==> src/sv/rpre_pkg.sv <==
// ----------------------------------------------------------------------------
// rpre_pkg
// Shared constants and types for the parity rebuild and extract unit.
// ----------------------------------------------------------------------------
package rpre_pkg;

    // Default array limits
    localparam int MAX_DISKS_DEF       = 8;
    localparam int MAX_STRIPE_BITS_DEF = 32;

    // Field widths
    localparam int DISK_W   = 8;
    localparam int NIBBLE_W = 4;
    localparam int CFG_IDX_W  = 2;
    localparam int CFG_DATA_W = 12;

    // Configuration register widths
    localparam int ND_W = 4;
    localparam int SB_W = 6;
    localparam int BC_W = 12;

    // Configuration register indexes
    localparam logic [CFG_IDX_W-1:0] REG_NUM_DISKS   = 2'd0;
    localparam logic [CFG_IDX_W-1:0] REG_STRIPE_BITS = 2'd1;
    localparam logic [CFG_IDX_W-1:0] REG_BLOCK_COUNT = 2'd2;
    localparam logic [CFG_IDX_W-1:0] REG_ODD_PARITY  = 2'd3;

    // Commands from the sequencer to the nibble packer
    typedef struct packed {
        logic push;      // shift one data bit in
        logic push_bit;  // the data bit
        logic pad;       // close a partial nibble with zero padding
        logic flush;     // move the held nibble out as the final result
        logic set_end;   // flushed nibble closes the disk set
        logic err;       // sticky error of the current set
    } t_pack_cmd;

    // Status from the nibble packer to the sequencer
    typedef struct packed {
        logic take;          // a push is taken this cycle
        logic can_complete;  // a finished nibble can be held this cycle
        logic out_free;      // output register can load this cycle
        logic pend_valid;    // a finished nibble is held
        logic fill_zero;     // no partial nibble
    } t_pack_stat;

endpackage

==> src/sv/rpre_ifs.sv <==
// ----------------------------------------------------------------------------
// rpre interfaces
// Column input, nibble result and configuration write channels.
// ----------------------------------------------------------------------------
interface rpre_item_if;
    logic       valid;
    logic       ready;
    logic [7:0] disk_bits;
    logic [7:0] lost_mask;

    modport source (output valid, output disk_bits, output lost_mask, input ready);
    modport sink   (input valid, input disk_bits, input lost_mask, output ready);
endinterface

interface rpre_result_if;
    logic       valid;
    logic       ready;
    logic [3:0] nibble;
    logic       set_error;
    logic       set_end;
    logic       last;

    modport source (output valid, output nibble, output set_error, output set_end,
                    output last, input ready);
    modport sink   (input valid, input nibble, input set_error, input set_end,
                    input last, output ready);
endinterface

interface rpre_cfg_if;
    logic        valid;
    logic        ready;
    logic [1:0]  index;
    logic [11:0] data;

    modport source (output valid, output index, output data, input ready);
    modport sink   (input valid, input index, input data, output ready);
endinterface

==> src/sv/rpre_col_check.sv <==
// ----------------------------------------------------------------------------
// rpre_col_check
// Parity check and single-bit rebuild of one bit column.
// ----------------------------------------------------------------------------
module rpre_col_check #(
    parameter int MAX_DISKS = 8
) (
    input  logic [rpre_pkg::DISK_W-1:0] i_disk_bits,
    input  logic [rpre_pkg::DISK_W-1:0] i_lost_mask,
    input  logic [rpre_pkg::ND_W-1:0]   i_num_disks,
    input  logic                        i_odd_parity,
    output logic [MAX_DISKS-1:0]        o_col_bits,
    output logic                        o_fail
);
    import rpre_pkg::*;

    logic [DISK_W-1:0] dmask;
    logic [DISK_W-1:0] lost;
    logic [DISK_W-1:0] good;
    logic [DISK_W-1:0] fixed;
    logic              par_k;
    logic              none_lost;
    logic              multi_lost;

    // Mask off disks beyond the active count
    always_comb begin
        for (int i = 0; i < DISK_W; i++) begin
            dmask[i] = (ND_W'(i) < i_num_disks);
        end
    end

    assign lost       = i_lost_mask & dmask;
    assign good       = i_disk_bits & dmask & ~lost;
    assign par_k      = ^good;
    assign none_lost  = (lost == '0);
    assign multi_lost = !none_lost && ((lost & (lost - DISK_W'(1))) != '0);

    // Rebuild a single lost bit from the parity of the rest
    assign fixed = (!none_lost && !multi_lost && (par_k ^ i_odd_parity)) ? (good | lost) : good;

    // Flag a mismatch with nothing lost, or more than one lost bit
    assign o_fail     = (none_lost && (par_k != i_odd_parity)) || multi_lost;
    assign o_col_bits = fixed[MAX_DISKS-1:0];

endmodule

==> src/sv/rpre_col_mem.sv <==
// ----------------------------------------------------------------------------
// rpre_col_mem
// Block column buffer: one write port, one read port with registered data.
// ----------------------------------------------------------------------------
module rpre_col_mem #(
    parameter int MAX_DISKS       = 8,
    parameter int MAX_STRIPE_BITS = 32,
    parameter int CW              = 5
) (
    input  logic                 i_clk,
    input  logic                 i_wr_en,
    input  logic [CW-1:0]        i_wr_addr,
    input  logic [MAX_DISKS-1:0] i_wr_data,
    input  logic                 i_rd_en,
    input  logic [CW-1:0]        i_rd_addr,
    output logic [MAX_DISKS-1:0] o_rd_data
);
    logic [MAX_DISKS-1:0] mem [MAX_STRIPE_BITS];
    logic [MAX_DISKS-1:0] r_rd_data;

    // Write a column; the walk never reads in the cycle of a write
    always_ff @(posedge i_clk) begin
        if (i_wr_en) begin
            mem[i_wr_addr] <= i_wr_data;
        end
    end

    // Registered read; hold data while stalled
    always_ff @(posedge i_clk) begin
        if (i_rd_en) begin
            r_rd_data <= mem[i_rd_addr];
        end
    end

    assign o_rd_data = r_rd_data;

endmodule

==> src/sv/rpre_nib_pack.sv <==
// ----------------------------------------------------------------------------
// rpre_nib_pack
// MSB-first nibble packer with a one-nibble hold stage and output register.
// ----------------------------------------------------------------------------
module rpre_nib_pack (
    input  logic                  i_clk,
    input  logic                  i_rst_n,
    input  rpre_pkg::t_pack_cmd   i_cmd,
    output rpre_pkg::t_pack_stat  o_stat,
    rpre_result_if.source         o_result
);
    import rpre_pkg::*;

    logic [NIBBLE_W-1:0] r_acc;
    logic [1:0]          r_fill;
    logic                r_pend_v;
    logic [NIBBLE_W-1:0] r_pend_nib;
    logic                r_out_v;
    logic [NIBBLE_W-1:0] r_out_nib;
    logic                r_out_err;
    logic                r_out_end;
    logic                r_out_last;

    logic                out_free;
    logic                complete;
    logic [NIBBLE_W-1:0] pad_val;
    logic [NIBBLE_W-1:0] nib_new;
    logic                load_mid;

    assign out_free = !r_out_v || o_result.ready;

    // Zero-pad a partial nibble into the high bits
    always_comb begin
        case (r_fill)
            2'd1:    pad_val = {r_acc[0], 3'b000};
            2'd2:    pad_val = {r_acc[1:0], 2'b00};
            2'd3:    pad_val = {r_acc[2:0], 1'b0};
            default: pad_val = r_acc;
        endcase
    end

    assign complete = (i_cmd.push && (r_fill == 2'd3)) || i_cmd.pad;
    assign nib_new  = i_cmd.pad ? pad_val : {r_acc[2:0], i_cmd.push_bit};
    assign load_mid = complete && r_pend_v;

    // Shift bits in and hold each finished nibble
    always_ff @(posedge i_clk) begin
        if (!i_rst_n) begin
            r_acc    <= '0;
            r_fill   <= '0;
            r_pend_v <= 1'b0;
        end else begin
            if (complete) begin
                r_acc      <= '0;
                r_fill     <= '0;
                r_pend_v   <= 1'b1;
                r_pend_nib <= nib_new;
            end else if (i_cmd.push) begin
                r_acc  <= {r_acc[2:0], i_cmd.push_bit};
                r_fill <= r_fill + 2'd1;
            end else if (i_cmd.flush) begin
                r_pend_v <= 1'b0;
            end
        end
    end

    // Load the output register: a displaced nibble, or the final one
    always_ff @(posedge i_clk) begin
        if (!i_rst_n) begin
            r_out_v <= 1'b0;
        end else begin
            if (load_mid || i_cmd.flush) begin
                r_out_v <= 1'b1;
            end else if (o_result.ready) begin
                r_out_v <= 1'b0;
            end
        end
    end

    always_ff @(posedge i_clk) begin
        if (load_mid) begin
            r_out_nib  <= r_pend_nib;
            r_out_err  <= i_cmd.err;
            r_out_end  <= 1'b0;
            r_out_last <= 1'b0;
        end else if (i_cmd.flush) begin
            r_out_nib  <= r_pend_nib;
            r_out_err  <= i_cmd.err;
            r_out_end  <= i_cmd.set_end;
            r_out_last <= 1'b1;
        end
    end

    assign o_result.valid     = r_out_v;
    assign o_result.nibble    = r_out_nib;
    assign o_result.set_error = r_out_err;
    assign o_result.set_end   = r_out_end;
    assign o_result.last      = r_out_last;

    // Report what the packer can take this cycle
    assign o_stat.can_complete = !r_pend_v || out_free;
    assign o_stat.take         = (r_fill != 2'd3) || !r_pend_v || out_free;
    assign o_stat.out_free     = out_free;
    assign o_stat.pend_valid   = r_pend_v;
    assign o_stat.fill_zero    = (r_fill == 2'd0);

endmodule

==> src/sv/raid_parity_rebuild_extract_unit.sv <==
// The last column of a block starts a walk of the column buffer at one bit per
// cycle through its single read port while the packer takes bits; the walk
// can stall while the output is stalled. A finished nibble waits in a hold
// stage before it moves to the output register.
// Throughput: one column per cycle within a block, then the block walk.
// Reset clears control state and counters; the column buffer is not cleared.
// ----------------------------------------------------------------------------
// raid_parity_rebuild_extract_unit
// Parity check, single-bit rebuild and data extraction for a small disk array.
// ----------------------------------------------------------------------------
module raid_parity_rebuild_extract_unit #(
    parameter int MAX_DISKS       = rpre_pkg::MAX_DISKS_DEF,
    parameter int MAX_STRIPE_BITS = rpre_pkg::MAX_STRIPE_BITS_DEF
) (
    input  logic           i_clk,
    input  logic           i_rst_n,
    rpre_cfg_if.sink       i_cfg,
    rpre_item_if.sink      i_item,
    rpre_result_if.source  o_result
);
    import rpre_pkg::*;

    localparam int CW  = (MAX_STRIPE_BITS > 1) ? $clog2(MAX_STRIPE_BITS) : 1;
    localparam int DW  = $clog2(MAX_DISKS);
    localparam int DCW = $clog2(MAX_DISKS + 2);

    localparam logic [1:0] ST_IDLE  = 2'd0;
    localparam logic [1:0] ST_WALK  = 2'd1;
    localparam logic [1:0] ST_FIN   = 2'd2;
    localparam logic [1:0] ST_FLUSH = 2'd3;

    // Configuration registers
    logic [ND_W-1:0] r_num_disks;
    logic [SB_W-1:0] r_stripe_bits;
    logic [BC_W-1:0] r_block_count;
    logic            r_odd_parity;

    // Set position and walk state
    logic [1:0]     r_state;
    logic [CW-1:0]  r_col_idx;
    logic [BC_W-1:0] r_blk;
    logic [DW-1:0]  r_pd;
    logic           r_err;
    logic           r_a_act;
    logic [CW-1:0]  r_wcol;
    logic [DCW-1:0] r_disk;
    logic           r_b_valid;
    logic [DCW-1:0] r_b_disk;

    logic [ND_W-1:0]      nd;
    logic [SB_W-1:0]      ns;
    logic [BC_W-1:0]      nb;
    logic [MAX_DISKS-1:0] col_bits;
    logic                 col_fail;
    logic [MAX_DISKS-1:0] rd_data;
    logic                 accept;
    logic                 col_last;
    logic                 wcol_last;
    logic                 hold;
    logic                 rd_en;
    logic                 final_blk;
    logic [DCW-1:0]       disk_p1;
    logic [DCW-1:0]       disk_nx;
    logic [DCW-1:0]       start_disk;
    logic [ND_W-1:0]      pd_p1;
    t_pack_cmd            cmd;
    t_pack_stat           stat;

    // Saturate the configuration to its legal ranges
    assign nd = (r_num_disks < ND_W'(2)) ? ND_W'(2) :
                (r_num_disks > ND_W'(MAX_DISKS)) ? ND_W'(MAX_DISKS) : r_num_disks;
    assign ns = (r_stripe_bits == '0) ? SB_W'(1) :
                (r_stripe_bits > SB_W'(MAX_STRIPE_BITS)) ? SB_W'(MAX_STRIPE_BITS) : r_stripe_bits;
    assign nb = (r_block_count == '0) ? BC_W'(1) : r_block_count;

    // Accept register writes at any time
    assign i_cfg.ready = 1'b1;

    always_ff @(posedge i_clk) begin
        if (!i_rst_n) begin
            r_num_disks   <= ND_W'(2);
            r_stripe_bits <= SB_W'(1);
            r_block_count <= BC_W'(1);
            r_odd_parity  <= 1'b0;
        end else if (i_cfg.valid) begin
            case (i_cfg.index)
                REG_NUM_DISKS:   r_num_disks   <= i_cfg.data[ND_W-1:0];
                REG_STRIPE_BITS: r_stripe_bits <= i_cfg.data[SB_W-1:0];
                REG_BLOCK_COUNT: r_block_count <= i_cfg.data[BC_W-1:0];
                REG_ODD_PARITY:  r_odd_parity  <= i_cfg.data[0];
                default:         r_odd_parity  <= r_odd_parity;
            endcase
        end
    end

    // Column parity check and rebuild
    rpre_col_check #(
        .MAX_DISKS (MAX_DISKS)
    ) u_check (
        .i_disk_bits  (i_item.disk_bits),
        .i_lost_mask  (i_item.lost_mask),
        .i_num_disks  (nd),
        .i_odd_parity (r_odd_parity),
        .o_col_bits   (col_bits),
        .o_fail       (col_fail)
    );

    assign i_item.ready = (r_state == ST_IDLE);
    assign accept       = i_item.valid && (r_state == ST_IDLE);
    assign col_last     = (SB_W'(r_col_idx) + SB_W'(1)) >= ns;

    // Walk stage A issues reads, stage B pushes the returned bit
    assign hold      = r_b_valid && !stat.take;
    assign rd_en     = (r_state == ST_WALK) && r_a_act && !hold;
    assign wcol_last = (SB_W'(r_wcol) + SB_W'(1)) >= ns;
    assign disk_p1   = r_disk + DCW'(1);
    assign disk_nx   = (disk_p1 == DCW'(r_pd)) ? (r_disk + DCW'(2)) : disk_p1;
    assign start_disk = (r_pd == '0) ? DCW'(1) : DCW'(0);
    assign final_blk = ({1'b0, r_blk} + (BC_W+1)'(1)) >= {1'b0, nb};
    assign pd_p1     = ND_W'(r_pd) + ND_W'(1);

    rpre_col_mem #(
        .MAX_DISKS       (MAX_DISKS),
        .MAX_STRIPE_BITS (MAX_STRIPE_BITS),
        .CW              (CW)
    ) u_mem (
        .i_clk     (i_clk),
        .i_wr_en   (accept),
        .i_wr_addr (r_col_idx),
        .i_wr_data (col_bits),
        .i_rd_en   (rd_en),
        .i_rd_addr (r_wcol),
        .o_rd_data (rd_data)
    );

    // Drive the packer from the walk and the closing states
    always_comb begin
        cmd          = '0;
        cmd.err      = r_err;
        cmd.set_end  = final_blk;
        cmd.push_bit = rd_data[r_b_disk[DW-1:0]];
        case (r_state)
            ST_WALK: begin
                cmd.push = r_b_valid && stat.take;
            end
            ST_FIN: begin
                cmd.pad = final_blk && !stat.fill_zero && stat.can_complete;
            end
            ST_FLUSH: begin
                cmd.flush = stat.pend_valid && stat.out_free;
            end
            default: begin
                cmd.push = 1'b0;
            end
        endcase
    end

    rpre_nib_pack u_pack (
        .i_clk    (i_clk),
        .i_rst_n  (i_rst_n),
        .i_cmd    (cmd),
        .o_stat   (stat),
        .o_result (o_result)
    );

    // Sequence columns, block walks and set boundaries
    always_ff @(posedge i_clk) begin
        if (!i_rst_n) begin
            r_state   <= ST_IDLE;
            r_col_idx <= '0;
            r_blk     <= '0;
            r_pd      <= '0;
            r_err     <= 1'b0;
            r_a_act   <= 1'b0;
            r_wcol    <= '0;
            r_disk    <= '0;
            r_b_valid <= 1'b0;
            r_b_disk  <= '0;
        end else begin
            case (r_state)
                ST_IDLE: begin
                    if (accept) begin
                        r_err <= r_err | col_fail;
                        if (col_last) begin
                            r_col_idx <= '0;
                            r_a_act   <= 1'b1;
                            r_wcol    <= '0;
                            r_disk    <= start_disk;
                            r_b_valid <= 1'b0;
                            r_state   <= ST_WALK;
                        end else begin
                            r_col_idx <= r_col_idx + CW'(1);
                        end
                    end
                end
                ST_WALK: begin
                    if (!hold) begin
                        r_b_valid <= r_a_act;
                        r_b_disk  <= r_disk;
                        if (r_a_act) begin
                            if (wcol_last) begin
                                r_wcol <= '0;
                                r_disk <= disk_nx;
                                if (ND_W'(disk_nx) >= nd) begin
                                    r_a_act <= 1'b0;
                                end
                            end else begin
                                r_wcol <= r_wcol + CW'(1);
                            end
                        end
                    end
                    if (!r_a_act && !r_b_valid) begin
                        r_state <= ST_FIN;
                    end
                end
                ST_FIN: begin
                    if (!(final_blk && !stat.fill_zero) || stat.can_complete) begin
                        r_state <= ST_FLUSH;
                    end
                end
                ST_FLUSH: begin
                    if (!stat.pend_valid || stat.out_free) begin
                        r_state <= ST_IDLE;
                        if (final_blk) begin
                            r_blk <= '0;
                            r_pd  <= '0;
                            r_err <= 1'b0;
                        end else begin
                            r_blk <= r_blk + BC_W'(1);
                            r_pd  <= (pd_p1 >= nd) ? '0 : DW'(pd_p1);
                        end
                    end
                end
                default: begin
                    r_state <= ST_IDLE;
                end
            endcase
        end
    end

endmodule

==> src/flat_wrapper.sv <==
// flat-port wrapper written by rule: the top's interface ports become plain ports
module raid_parity_rebuild_extract_unit_flat import rpre_pkg::*;
#(
    parameter int MAX_DISKS       = rpre_pkg::MAX_DISKS_DEF,
    parameter int MAX_STRIPE_BITS = rpre_pkg::MAX_STRIPE_BITS_DEF
)
  (i_clk, i_rst_n, i_cfg_valid, i_cfg_index, i_cfg_data, i_cfg_ready, i_item_valid, i_item_disk_bits, i_item_lost_mask, i_item_ready, o_result_valid, o_result_nibble, o_result_set_error, o_result_set_end, o_result_last, o_result_ready);
  rpre_cfg_if i_cfg_i ();
  rpre_item_if i_item_i ();
  rpre_result_if o_result_i ();
  input  logic i_clk;
  input  logic i_rst_n;
  input wire logic [$bits(i_cfg_i.valid)-1:0] i_cfg_valid;
  input wire logic [$bits(i_cfg_i.index)-1:0] i_cfg_index;
  input wire logic [$bits(i_cfg_i.data)-1:0] i_cfg_data;
  output wire logic [$bits(i_cfg_i.ready)-1:0] i_cfg_ready;
  input wire logic [$bits(i_item_i.valid)-1:0] i_item_valid;
  input wire logic [$bits(i_item_i.disk_bits)-1:0] i_item_disk_bits;
  input wire logic [$bits(i_item_i.lost_mask)-1:0] i_item_lost_mask;
  output wire logic [$bits(i_item_i.ready)-1:0] i_item_ready;
  output wire logic [$bits(o_result_i.valid)-1:0] o_result_valid;
  output wire logic [$bits(o_result_i.nibble)-1:0] o_result_nibble;
  output wire logic [$bits(o_result_i.set_error)-1:0] o_result_set_error;
  output wire logic [$bits(o_result_i.set_end)-1:0] o_result_set_end;
  output wire logic [$bits(o_result_i.last)-1:0] o_result_last;
  input wire logic [$bits(o_result_i.ready)-1:0] o_result_ready;
  assign i_cfg_i.valid = i_cfg_valid;
  assign i_cfg_i.index = i_cfg_index;
  assign i_cfg_i.data = i_cfg_data;
  assign i_cfg_ready = i_cfg_i.ready;
  assign i_item_i.valid = i_item_valid;
  assign i_item_i.disk_bits = i_item_disk_bits;
  assign i_item_i.lost_mask = i_item_lost_mask;
  assign i_item_ready = i_item_i.ready;
  assign o_result_valid = o_result_i.valid;
  assign o_result_nibble = o_result_i.nibble;
  assign o_result_set_error = o_result_i.set_error;
  assign o_result_set_end = o_result_i.set_end;
  assign o_result_last = o_result_i.last;
  assign o_result_i.ready = o_result_ready;
  raid_parity_rebuild_extract_unit #(.MAX_DISKS(MAX_DISKS), .MAX_STRIPE_BITS(MAX_STRIPE_BITS)) u_core (.i_clk(i_clk), .i_rst_n(i_rst_n), .i_cfg(i_cfg_i), .i_item(i_item_i), .o_result(o_result_i));
endmodule
==> config.mk <==
export PLATFORM = sky130hd
export DESIGN_NAME = raid_parity_rebuild_extract_unit_flat
export DESIGN_NICKNAME = d
export VERILOG_FILES = /design/src/sv/rpre_pkg.sv /design/src/sv/rpre_ifs.sv /design/src/sv/rpre_col_check.sv /design/src/sv/rpre_col_mem.sv /design/src/sv/rpre_nib_pack.sv /design/src/sv/raid_parity_rebuild_extract_unit.sv /design/src/flat_wrapper.sv
export SDC_FILE = /design/constraint.sdc
export NUM_CORES = 1
export LEC_CHECK = 0
export ABC_AREA = 1
export BUFFER_PORTS_ARGS = -buffer_cell sky130_fd_sc_hd__buf_4
export CAP_MARGIN = 10
export CORE_MARGIN = 4
export CORE_UTILIZATION = 45
export CTS_CLUSTER_SIZE = 10
export DETAILED_ROUTE_END_ITERATION = 8
export HOLD_SLACK_MARGIN = 0.05
export SYNTH_ARGS = -nofsm -noshare
export SYNTH_HDL_FRONTEND = slang
export SYNTH_SLANG_ARGS = --single-unit
==> constraint.sdc <==
create_clock -name i_clk -period 2.9 [get_ports i_clk]
set_clock_uncertainty 0.1 [all_clocks]
set_input_delay 0.29 -clock i_clk [delete_from_list [all_inputs] [get_ports i_clk]]
set_output_delay 0.29 -clock i_clk [all_outputs]
set_load 0.02 [all_outputs]
Yosys cells after proc, flatten, opt, wreduce, memory -nomap -nowiden:

Memories as Yosys holds them, arrays and structs flattened. A register that Yosys moved wholly into a read port is not among the register bits.
Index checks and enable logic that the tools add are counted.

* input bits: 35
* memories: 1
* word-level logic and storage cells: 209
* RAM bits: 256
* register bits: 79
* output and inout port bits: 10

Memories
* u_core.u_mem.mem: words 32, width 8, rd ports 1, clocked after Yosys merged registers in 1, write ports 1, line rpre_col_mem.sv:18 `logic [MAX_DISKS-1:0] mem [MAX_STRIPE_BITS];`

* muxes and demuxes: 63
* reduce and logical (&&, ||, !) cells: 62
* bitwise logic cells: 10
* magnitude comparators: 17
* $add $sub $neg: 11
* equality and inequality tests: 22

Operators with widths (count)
* $mux 4: 11
* $and 8x8->8: 4
* $mux 5: 6
* $mux 1: 26
* $mux 12: 2
* $reduce_and 2->1: 9
* $lt 3x4->1 const A: 4
* $ne 2x1->1 const B: 8
* $logic_and 1x1->1: 15
* $add 12x1->13 const B: 1
* $ge 13x12->1: 1
* $add 12x1->12 const B: 1
* $add 5x1->6 const B: 2
* $eq 2x2->1 const B: 6
* $ge 6x6->1: 2
* $logic_not 12->1: 1
* $mux 6: 2
* $pmux 4 s3: 1
* $add 5x1->5 const B: 2
* $logic_not 1->1: 10
* $mux 2: 5
* $pmux 5 s2: 1
* $reduce_and 5->1: 2
* $reduce_bool 2->1: 5
* 37 further kinds: 58

Depth between registers and ports, before layout:

* depth after elaboration: 14
* gate-level depth with buffers: 18
* mapped depth without buffers: 18

Cells and area by module:

Synthesis repeated with hierarchy kept, for this count alone.

* cells, all modules: 1702
* area, all modules: 16269.4 µm²

By module, submodules not included
* rpre_col_mem: sequential area each 7927.6 µm², area an instance 10866.7 µm², cells each 922, instances 1
* raid_parity_rebuild_extract_unit: sequential area each 1201.2 µm², area an instance 3963.8 µm², cells each 551, instances 1
* rpre_nib_pack: sequential area each 470.5 µm², area an instance 835.8 µm², cells each 94, instances 1
* rpre_col_check: sequential area each 0.0 µm², area an instance 603.1 µm², cells each 135, instances 1

Worst setup path before layout:

Ideal clock, no wire load.

* path kind: flip-flop to flip-flop
* from: register u_core.r_blk[2]
* to: register u_core.u_pack.r_pend_nib[0], enable pin
* arrival: 2352 ps
* required time: 2470 ps
* setup time: 330 ps
* period minus slack after synthesis: 2782 ps
* setup slack: 118 ps
* cell stages (with the launch flop): 15
* cells stage by stage: dfxtp_1 -> nand3_1 -> nor2_1 -> nand3_1 -> nor2_1 -> nand3_1 -> xnor2_1 -> ha_1 -> nand4_1 -> nand3b_1 -> nand3_4 -> nand3_2 -> nand2_1 -> inv_2 -> nor2_1

* word-level cells in the longest chain between the ends: 7

Ends and longest elaborated chain
* start, declared: line raid_parity_rebuild_extract_unit.sv:41 `logic [BC_W-1:0] r_blk;`
* start signal, assigned: line raid_parity_rebuild_extract_unit.sv:229 `r_blk <= r_blk + BC_W'(1);`
* $add 12x1->13: line raid_parity_rebuild_extract_unit.sv:119 `assign final_blk = ({1'b0, r_blk} + (BC_W+1)'(1)) >= {1'b0, nb};`
* $ge 13x12->1: line raid_parity_rebuild_extract_unit.sv:119
* $logic_and 1x1->1 (2 in series): line raid_parity_rebuild_extract_unit.sv:147 `cmd.pad = final_blk && !stat.fill_zero && stat.can_complete;`
* $mux 1: line raid_parity_rebuild_extract_unit.sv:142 `case (r_state)`
* $logic_or 1x1->1: line rpre_nib_pack.sv:42 `assign complete = (i_cmd.push && (r_fill == 2'd3)) || i_cmd.pad;`
* $reduce_and 2->1 (no source line)
* end signal, assigned: line rpre_nib_pack.sv:57 `r_pend_nib <= nib_new;`
* end, declared: line rpre_nib_pack.sv:17 `logic [NIBBLE_W-1:0] r_pend_nib;`

No other way between the ends.
A chain may end at the register's enable or synchronous reset.

Final worst setup path:

* from: register u_core.r_blk[0]
* to: register u_core.r_blk[5]

* word-level cells in the longest chain between the ends: 3
* elaborated cells between the ends (all ways): 4

Ends and longest elaborated chain
* $add 12x1->13: line raid_parity_rebuild_extract_unit.sv:119
* $ge 13x12->1: line raid_parity_rebuild_extract_unit.sv:119
* $mux 12 *: line raid_parity_rebuild_extract_unit.sv:224 `if (final_blk) begin`

Every way passes the cells marked *; elsewhere a longest branch is shown, timed or not.

==> metrics.md <==
| Metric | Value |
|---|---|
| Proportion of layout cells with a drive suffix above 1 | `0.158` |
| Seq/Total Area, Yosys | `0.618` |
| Global route total overflow | `0` |
| Vias/cell | `between 5 and 6` |
| Area share of the largest cell type after synthesis | `0.528` |
| Synth Area in XOR/XNOR | `0.0135` |
| LEAKAGE | `roughly 0.0070 uW` |
| ANT nets after route | `0` |
| Number of global-route vias before repair | `between 10000 and 15000` |
| Synth Net Count | `around 1600` |
| PwrDens | `749 nW/um^2` |
| Worst-margin pin slew | `778 ps` |
| CTS clock-pin slew for the worst setup and hold paths | `60 ps` |
| Most frequent cells in the layout | `edfxtp_1, nor2_1, o21ai_0, nand2_1, buf_4` |
| Tcrit/Tclk final | `0.961` |
| Starting Density | `0.460` |
| Initial antenna violation count | `0` |
| Post-synthesis average cell area | `10.3 sq um` |
| Initial drt markers | `just over 900` |
| F_max | `~0.36 GHz` |
| Crit-path max FO | `5` |
| Simple-Gate Fraction of Synth Area | `0.142` |
| WHS | `71.8 ps` |
| Die X | `194 um` |
| DRC violations left | `0` |
| CTS tree | `done` |
| Crit path time final | `about 2800 ps` |
| Final number of setup-violating endpoints | `0` |
| Post-layout net count | `around 1700` |
| Hpwl dp | `24.1 mm` |
| Largest net degree at the start of global routing | `103` |
| DIE HEIGHT | `194 um` |
| Largest family of logic cells by synthesized area | `simple AND/OR/NAND/NOR gates` |
| CP arrival | `3150 ps` |
| Share of synthesized area spent on multiplexers | `0.00137` |
| Area growth syn-to-layout | `19.6%` |
| Tot Pwr | `about 14000 uW` |
| Cts bufs inserted | `between 40 and 50` |
| Post-route setup TNS | `0 ps` |
| WL/cell | `18.2 um` |
| Core Region | `33800 sq um` |
| # diodes | `0` |
| Setup Crit Path Kind | `reg -> reg` |
| Endpoint class of the critical path | `flop` |
| Outcome | `finished, final reports clean` |
| Startpoint Class | `flop` |
| Final-report hold violation count | `0` |
| Port bufs | `43` |
| Placed cell area | `16800 sq um` |
| Clk_lat worst skew | `540 ps` |
| CTS H-Tree Depth | `2` |
| Cell variety after synth | `54` |
| Post-layout util | `0.550` |
| GPL Wtd Cong | `around 0.86` |
| Critical Path RT | `3260 ps` |
| CTS Root Cell | `clkbuf_16` |
| Yosys warning total | `0` |
| Leading area contributor after synthesis | `edfxtp_1` |
| Max Transition Viols Final | `0` |
| Synthesized cell area | `15500 sq um` |
| DRT Wirelength | `38.3 mm` |
| Row Count | `67` |
| Top cells by area, synth | `edfxtp_1, dfxtp_1, o21ai_0` |
| Asr flop ratio synth | `0` |
| Commonest non-fill, non-tap cell in the layout | `edfxtp_1` |
| Ports | `45` |
| CTS sink count | `343` |
| Via count | `about 11000` |
| Drt pass-1 iters | `5` |
| Wire length of the first global-routing pass | `60.3 mm` |
| # Max-Cap Violations | `0` |
| Gr usage total | `0.199` |
| Max clock buf depth | `3` |
| Number of synthesized flops with an enable pin | `273` |
| Die area | `between 30000 and 40000 sq um` |
| Cells after Synth | `1503` |
| Final Cell Area | `18600 sq um` |
| Top FF cell, synth | `edfxtp_1` |
| Post-Synth Adder-Cell Area | `0.0403` |
| Peak supply drop | `0.509 mV` |
| Complex-gate fraction of the synthesized area | `0.141` |
| Hold WC Path Type | `in -> reg` |
| Slew HR | `0.480` |
| Synthesized flop and latch total | `343` |
worst max-delay path, stage by stage (launching register included):
cell and delay (ps):
dfxtp_2 380, ha_4 160, nand2_2 80, nor2_4 160, nand2_2 90, xnor2_2 240, ha_4 250, a21oi_1 120
o21a_1 160, nor2_2 50, nor2_2 180, nand3_4 120, buf_4 180, nor2_4 140, buf_12 150, nand2_2 50
a21oi_2 110
synthesized netlist by cell type, types with 2 or more instances:
master    number
a21oi_2       12
nor3_1         5
edfxtp_1     273
nand2_1      181
nand3_1       46
o211ai_1       3
o31ai_1        3
o21ai_2        6
o21a_1         5
nor4_1         3
nand3_2        3
clkinv_1       4
o21ai_1       10
nor2_2         3
a211oi_1       7
ha_1          50
xor2_1        15
a21oi_1       59
buf_1          4
xnor2_1        9
nand4_1       13
clkbuf_1      54
o21ai_0      197
nand2_2       15
inv_2          2
o32ai_1        2
nand3b_1       3
nor2_1       245
nor2_4         2
dfxtp_1       70
inv_1         98
buf_2          5
o22ai_1       75
layout make-up:
class	count	area (sq um)
Clock buffer	71	1200
Clock inverter	4	48.8
Fill cell	2882	15200
Inverter	105	398
Multi-Input combinational cell	990	5440
Sequential cell	343	9610
Tap cell	448	561
Timing Repair Buffer	148	1310
layer usage:
layer  wire length, um  share of wire  up-vias  global-route usage
met3              2340          0.061       54              0.0287
met4               703          0.018        0              0.0469
met2             17700           0.46      305               0.319
met1             17600           0.46     5429               0.290
met5                 0              0        -                   0
li1                  -              -     5549                   -
kinds of logic after synthesis:
kind of cell,after synthesis
flops,343
xor+xnor,24
compound gates,388
simple gates,524
fa+ha+maj,50
other cells,1
buf+inv,171
mux,2
path summary, 6_finish.rpt:
| check | startpoint | endpoint | slack (ps) | cells past startpoint |
|---|---|---|---|---|
| min reg2reg | u_core.u_pack.r_pend_nib[2] | u_core.u_pack.o_result.nibble[2] | 330 | 0 |
| min | i_rst_n | u_core.u_pack.o_result.valid | 70 | 3 |
| max reg2reg | u_core.r_blk[0] | u_core.r_blk[5] | 110 | 16 |
| max | u_core.r_blk[0] | u_core.r_blk[5] | 110 | 16 |
sequential cells by signal, indices dropped and copies added, names as in the netlist, 3 cells and up:
name and cells:
u_core.u_pack.o_result.nibble 4, u_core.r_stripe_bits 6, u_core.r_col_idx 5, u_core.r_blk 12
u_core.u_mem.o_rd_data 8, u_core.r_wcol 5, u_core.r_num_disks 4, u_core.r_disk 4
u_core.u_mem.mem 256, u_core.u_pack.r_acc 4, u_core.u_pack.r_pend_nib 4, u_core.r_b_disk 3
u_core.r_pd 3, u_core.r_block_count 12
where the power goes:
part	switching, uW	leakage, uW	internal [uW]
clock network	1950	0.000599	2820
logic	2300	0.00330	1160
registers	137	0.00311	5550
what timing repair did:
item	CTS	global route
resized for setup	2	33
endpoints found under the setup margin	12	43
gates cloned	1	0
endpoints found under the hold margin	24	0
hold buffers	20	0
pin swaps	2	16
setup buffers	0	10
per-stage QoR:
stage / setup WS, ps / cells
2_1_floorplan: 118 / 1503
3_3_place_gp: 88.7 / 2003
3_5_place_dp: -47.2 / 2003
4_1_cts: 19.7 / 2099
5_1_grt: -49.0 / 2109
6_report: 113 / 2109
(Power assumes the default switching activity.)
